==> config.mk <==
export PLATFORM = sky130hd
export DESIGN_NAME = crc16frc_crc
export DESIGN_NICKNAME = d
export VERILOG_FILES = /design/src/sv/crc16frc_pkg.sv /design/src/sv/crc16frc_crc.sv
export SDC_FILE = /design/constraint.sdc
export NUM_CORES = 1
export LEC_CHECK = 0
export BUFFER_PORTS_ARGS = -buffer_cell sky130_fd_sc_hd__buf_2
export CAP_MARGIN = 20
export CELL_PAD_IN_SITES_DETAIL_PLACEMENT = 0
export CELL_PAD_IN_SITES_GLOBAL_PLACEMENT = 2
export CORE_UTILIZATION = 13
export DETAILED_ROUTE_END_ITERATION = 8
export PLACE_DENSITY = 0.87
export SYNTH_ARGS = -nofsm -noshare
export SYNTH_HDL_FRONTEND = slang
export SYNTH_SLANG_ARGS = --single-unit
==> constraint.sdc <==
create_clock -name vclk -period 1.5
set_input_delay 0.225 -clock vclk [all_inputs]
set_output_delay 0.225 -clock vclk [all_outputs]
set_load 0.005 [all_outputs]
==> src/sv/crc16frc_pkg.sv <==
package crc16frc_pkg;

    localparam logic [15:0] CRC_POLY = 16'h8005;
    localparam logic [15:0] CRC_INIT = 16'h0000;
    localparam logic [15:0] CRC_TOP  = 16'h8000;

    localparam int unsigned CFG_INDEX_W = 2;
    localparam logic [CFG_INDEX_W-1:0] CFG_DELIMITER   = 2'd0;
    localparam logic [CFG_INDEX_W-1:0] CFG_MAX_PAYLOAD = 2'd1;

    localparam logic [7:0] DELIMITER_RESET   = 8'd192;
    localparam logic [7:0] MAX_PAYLOAD_RESET = 8'd255;

    // position of the last byte of a frame with no payload
    localparam logic [15:0] MIN_LAST_POS  = 16'd7;
    localparam logic [15:0] LAST_HDR_POS  = 16'd4;
    localparam logic [15:0] POS_SATURATED = 16'hFFFF;

    typedef enum logic [2:0] {
        STATUS_OK           = 3'd0,
        STATUS_SHORT        = 3'd1,
        STATUS_BAD_DELIM    = 3'd2,
        STATUS_LEN_OVER_MAX = 3'd3,
        STATUS_LEN_MISMATCH = 3'd4,
        STATUS_CRC_MISMATCH = 3'd5
    } status_t;

    typedef enum logic {
        KIND_PAYLOAD = 1'b0,
        KIND_STATUS  = 1'b1
    } result_kind_t;

    typedef struct packed {
        logic [7:0] rx_byte;
        logic       end_of_frame;
    } in_item_t;

    typedef struct packed {
        result_kind_t result_kind;
        logic [7:0]   payload_byte;
        logic [7:0]   frame_src;
        logic [7:0]   frame_dst;
        logic [7:0]   command_id;
        logic [7:0]   payload_len;
        status_t      status;
    } out_item_t;

endpackage

==> src/sv/crc16frc_crc.sv <==
module crc16frc_crc (
    input  logic [15:0] crc_in,
    input  logic [7:0]  byte_in,
    output logic [15:0] crc_out
);
    import crc16frc_pkg::*;

    always_comb begin
        logic [15:0] c;
        c = crc_in ^ {byte_in, 8'h00};
        for (int k = 0; k < 8; k++) begin
            if ((c & CRC_TOP) != 16'h0000) begin
                c = {c[14:0], 1'b0} ^ CRC_POLY;
            end else begin
                c = {c[14:0], 1'b0};
            end
        end
        crc_out = c;
    end

endmodule

Word-level counts from Yosys, hierarchy flattened
Index checks and enable logic that the tools add are counted.
{ "word_totals": {"register_bits": 0, "input_bits": 24, "word_cells": 17} }
{ "op_classes": {"mux": 8, "bitwise": 9} }
{ "ops": {"columns": ["op", "n"], "rows": [
  ["2-to-1 mux 16 bit", 8],
  ["NOT 3 bit", 8],
  ["bitwise XOR 16 bit", 1]
]} }

Logic depth before layout (Yosys ltp)
Gate-level depths: netlist of run 1.
{ "depth": {"word_depth": 17, "ltp_mapped": 4, "depth_no_buf": 4} }

Worst setup path after synthesis of run 1
Ideal clock, no wire load.
{ "synth_timing": {"kind": "in2out", "from": "input byte_in[6]", "to": "output crc_out[15]", "arrival_time_ns": 1.543, "required_time_ns": 1.275, "slack_ns": -0.268, "cell_stages": 4, "n_path_buf": 0, "cell_sequence": "xnor2_1 > xor2_1 > xnor3_2 > xnor3_1"} }
{ "synth_between": {"elab_chain_len": 10} }
{ "synth_lines": {"columns": ["item", "line", "rtl"], "rows": [
  ["from (decl)", "crc16frc_crc.sv:3", "input logic [7:0] byte_in,"],
  ["bitwise XOR 16 bit *", "crc16frc_crc.sv:10", "c = crc_in ^ {byte_in, 8'h00};"],
  ["NOT 3 bit (no line)", null, null],
  ["2-to-1 mux 16 bit * (8 in a row)", "crc16frc_crc.sv:12", "if ((c & CRC_TOP) != 16'h0000) begin"],
  ["to (decl)", "crc16frc_crc.sv:4", "output logic [15:0] crc_out"]
]} }
Mark *: on every way between the ends. The rest lies on a longest branch, timed or not.

Final worst setup path of run 1
{ "layout_timing": {"from": "input byte_in[4]", "to": "output crc_out[15]"} }
{ "layout_between": {"elab_chain_len": 10} }
{ "layout_lines": {"columns": ["item", "line"], "rows": [
  ["bitwise XOR 16 bit *", "crc16frc_crc.sv:10"],
  ["2-to-1 mux 16 bit * (2 in a row)", "crc16frc_crc.sv:12"],
  ["NOT 3 bit (no line)", null],
  ["2-to-1 mux 16 bit * (6 in a row)", "crc16frc_crc.sv:12"]
]} }
Marked as above.

==> results.ini, run 1 <==
[status]
status=finished with violations
violations=setup timing

[grt]
antenna_found_initial=0
grt_util_all_layers=0.0694
grt_pass1_wl_um=1310
grt_pass1_vias=304
grt_max_degree=4
grt_overflow=0

[logic_synthesis]
synth_nets=50
yosysWarnings=0
ys_seq_area_frac=0
synthTopCellsByArea=xnor2_1, xnor3_1, xor2_1
synth_area_per_cell_um2=10.7
synthDistinctLibCells=7
synth_top_cell_area_share=0.345
syn_inst=26
netlist_area_um2=279
synth_area_leader_cell=xnor2_1

[detailed_routing]
routed_wl_um=842
via_count=293
via_per_inst=3.26
drcViolationCount=0
drt_first_pass_iters=1
ant_nets=0
wire_per_inst_um=9.36
drtIter0Drc=0

[power_and_ir_drop]
p_switching_w=0.000186
p_total_w=0.000518
comb_power_share=1.000
p_leak_nw=0.338
vdd_drop_max_mv=0.298
power.density_nw_per_um2=759
seqPwrFrac=0
clkPwrFrac=0
cell_internal_pwr_w=0.000332
sw_frac_of_total=0.359

[layout]
antenna_cells=0
clkbuf_count=0
seq_cell_count=0
seqCellArea_um2=0
nets=89
areaGrowthSynthToFinish_pct=144
fin_area_um2=682
drive_above_1_share=0.825

[floorplanning]
dieArea_um2=2340
rows=16
die_y_um=48.3
start_util=0.141
core_um2=1980
io_pins=40
die_w_um=48.3

[sta]
slew_headroom=0.807
final.min_clock_period_ns=1.77
finalWorstSetupSlack_ns=-0.266
finalSetupViolCount=3
rsz0062_at_grt=yes
fmax_ghz=0.566
slew_viol_final=0
period_share=1.18
worstMarginPinSlew_ns=0.289
hold_viol=0
whs_ns=0.450

[place]
place_area_um2=504
hpwl_um=640
gp_congestion=0.719
port_buffers=30

[setup_path]
start_kind=input port
end_kind=output pin
worstPathArrival_ns=1.54
cp_max_fo=3
critPathKind=input port to output pin
crit_end=crc_out[15]
crit_start=byte_in[4]
cp_data_required_time_ns=1.27

[worst_hold_path]
hold_class=input port to output pin

[run]
max-cap-violations=0

[cells in the final DEF, fill, tap and decap left out, drive strengths merged]
cell,netlist,layout
buf,5,42
xor2,6,6
xnor3,3,3
xnor2,12,12
[logic make-up after synthesis]
| logic type | count (synthesis) | share of synthesized area |
|---|---|---|
| buffers and inverters | 5 | 0.135 |
| xor gates and xnor gates | 21 | 0.865 |
[critical path: stages]
cell and delay (ns):
buf_8 0.10, xor2_4 0.16, xnor3_1 0.42, xnor3_2 0.29, xnor3_1 0.21, buf_2 0.13
[synthesized netlist by cell type]
master and count:
buf_4 5, xor2_2 1, xnor2_2 1, xor2_1 5, xnor3_2 1, xnor3_1 2, xnor2_1 11
[worst min path at each step]
stage / startpoint / end / slack, ns / depth (start not counted)
floorplan: crc_in[0] / crc_out[8] / 0.51 / 1
global placement: crc_in[4] / crc_out[12] / 0.45 / 0
detailed placement: crc_in[4] / crc_out[12] / 0.45 / 0
CTS: crc_in[4] / crc_out[12] / 0.45 / 0
global route: crc_in[3] / crc_out[11] / 0.45 / 0
finish: crc_in[3] / crc_out[11] / 0.45 / 0
[repair_timing]
action	in CTS	in global routing
hold endpoints to repair	0	0
pin swaps	5	5
setup endpoints to repair	3	4
gates resized for setup	9	12
hold buffers	0	0
setup buffers	5	0
[per-layer routing]
metal  vias up  GRT usage  wire length [um]
li1        147          -                 -
met4         0          0                 0
met3         0    0.00629                69
met5         -          0                 0
met1       131     0.0746               275
met2        15      0.150               497
[area by class of cell]
| type | instances | area, um^2 |
|---|---|---|
| fillers | 200 | 1300 |
| multi-input cells | 21 | 350 |
| well taps | 27 | 33.8 |
| repair buffers | 42 | 298 |
[stage by stage]
stage | util | std cells | worst slack (ns) | setup TNS [ns]
after global placement | 0.254 | 86 | -0.414 | -1.00
after detailed placement | 0.254 | 86 | -0.450 | -1.10
after floorplan | - | 26 | -0.178 | -0.319
after CTS | 0.303 | 91 | -0.285 | -0.746
final | 0.344 | 90 | -0.266 | -0.645
after global routing | 0.344 | 90 | -0.351 | -0.869
[power groups by stage]
| stage | clock network (W) | logic, W | registers, W |
|---|---|---|---|
| after CTS | 0 | 0.000473 | 0 |
| final | 0 | 0.000518 | 0 |
| after global placement | 0 | 0.000387 | 0 |
| after floorplan | 0 | 0.000220 | 0 |
| after detailed placement | 0 | 0.000395 | 0 |
| after global routing | 0 | 0.000570 | 0 |
No activity file was read; power rests on OpenSTA's default activity.
==> inputs of run 2 (changes only) <==
BUFFER_PORTS_ARGS = not set   (was -buffer_cell sky130_fd_sc_hd__buf_2)
CORE_AREA = 2 2 39 41   (was not set)
CORE_UTILIZATION = not set   (was 13)
DIE_AREA = 0 0 41 43   (was not set)
DONT_BUFFER_PORTS = 1   (was not set)
PLACE_DENSITY = 0.7   (was 0.87)
==> results.ini, run 2 (same netlist as run 1, synthesis figures left out) <==
[floorplanning]
dieArea_um2=1760
rows=14
core_um2=1380
start_util=0.202
die_y_um=43
die_w_um=41
io_pins=40

[setup_path]
critPathKind=input port to output pin
start_kind=input port
cp_max_fo=3
end_kind=output pin
cp_data_required_time_ns=1.27
worstPathArrival_ns=1.32

[run]
max-cap-violations=0

[detailed_routing]
via_per_inst=4.43
routed_wl_um=682
wire_per_inst_um=13.9
drt_first_pass_iters=1
ant_nets=0
via_count=217
drtIter0Drc=0
drcViolationCount=0

[power_and_ir_drop]
p_total_w=0.000331
p_leak_nw=0.197
power.density_nw_per_um2=755
vdd_drop_max_mv=0.423

[layout]
nets=59
layout_common_cells=buf_4, xnor2_1
antenna_cells=0
drive_above_1_share=0.667
final_common_cell=buf_4
seqCellArea_um2=0
clkbuf_count=0
seq_cell_count=0
areaGrowthSynthToFinish_pct=57.0

[status]
violations=setup timing
status=finished with violations

[grt]
grt_pass1_wl_um=993
grt_util_all_layers=0.0798
grt_max_degree=4
grt_pass1_vias=242
antenna_found_initial=0
grt_overflow=0

[sta]
whs_ns=0.450
finalWorstSetupSlack_ns=-0.0442
hold_viol=0
final.min_clock_period_ns=1.54
finalSetupViolCount=2
fmax_ghz=0.648
tns_ns=-0.0593
period_share=1.03
worstMarginPinSlew_ns=0.401
rsz0062_at_grt=yes
slew_headroom=0.731
slew_viol_final=0

[clocking]
hold_buffers=0

[worst_hold_path]
hold_class=input port to output pin

[place]
gp_congestion=0.609
port_buffers=0

==> run 2: cell types whose count changed in the layout (fill, tap and decap cells not counted), sizes merged <==
cell  before  now
buf       42   12
==> run 2: critical path: stages <==
cell and delay, ns:
xnor2_4 0.18, xor2_2 0.19, xnor3_2 0.48, xnor3_1 0.24
==> run 2: stage by stage <==
step | utilization | setup slack [ns] | cells | cell area, um^2
finish | 0.316 | -0.0442 | 49 | 438
global route | 0.316 | -0.101 | 49 | 438
CTS | 0.316 | -0.0395 | 49 | 438
detailed placement | 0.257 | -0.181 | 47 | 355
global placement | 0.257 | -0.167 | 47 | 355
floorplan | - | -0.178 | 26 | 298
==> run 2: layout make-up <==
cell class	count	area, um^2
fill	145	946
multi-input combinational	21	328
tap	16	20.0
timing repair buffer	12	90.1
==> run 2: metal layers <==
metal / track usage / share of wire / vias up
met2: 0.159 / 0.51 / 32
met3: 0.0314 / 0.21 / 0
met4: 0 / 0 / 0
li1: - / - / 87
met5: 0 / 0 / -
met1: 0.0721 / 0.28 / 98
==> run 2: where the power goes <==
group,leakage (nW),internal (W),total [W],switching [W]
registers,0,0,0,0
clock network,0,0,0,0
logic,0.197,0.000208,0.000331,0.000123
==> run 2: worst paths after layout <==
check             slack, ns  cells past startpoint     endpoint       start
hold / removal         0.45                      0  crc_out[13]   crc_in[5]
setup / recovery      -0.04                      4  crc_out[15]  byte_in[6]
==> run 2: what timing repair did <==
item | in CTS | in global routing
pin swaps | 4 | 1
resized for setup | 8 | 0
hold endpoints to repair | 0 | 0
endpoints found under the setup margin | 3 | 3
setup buffers | 2 | 0
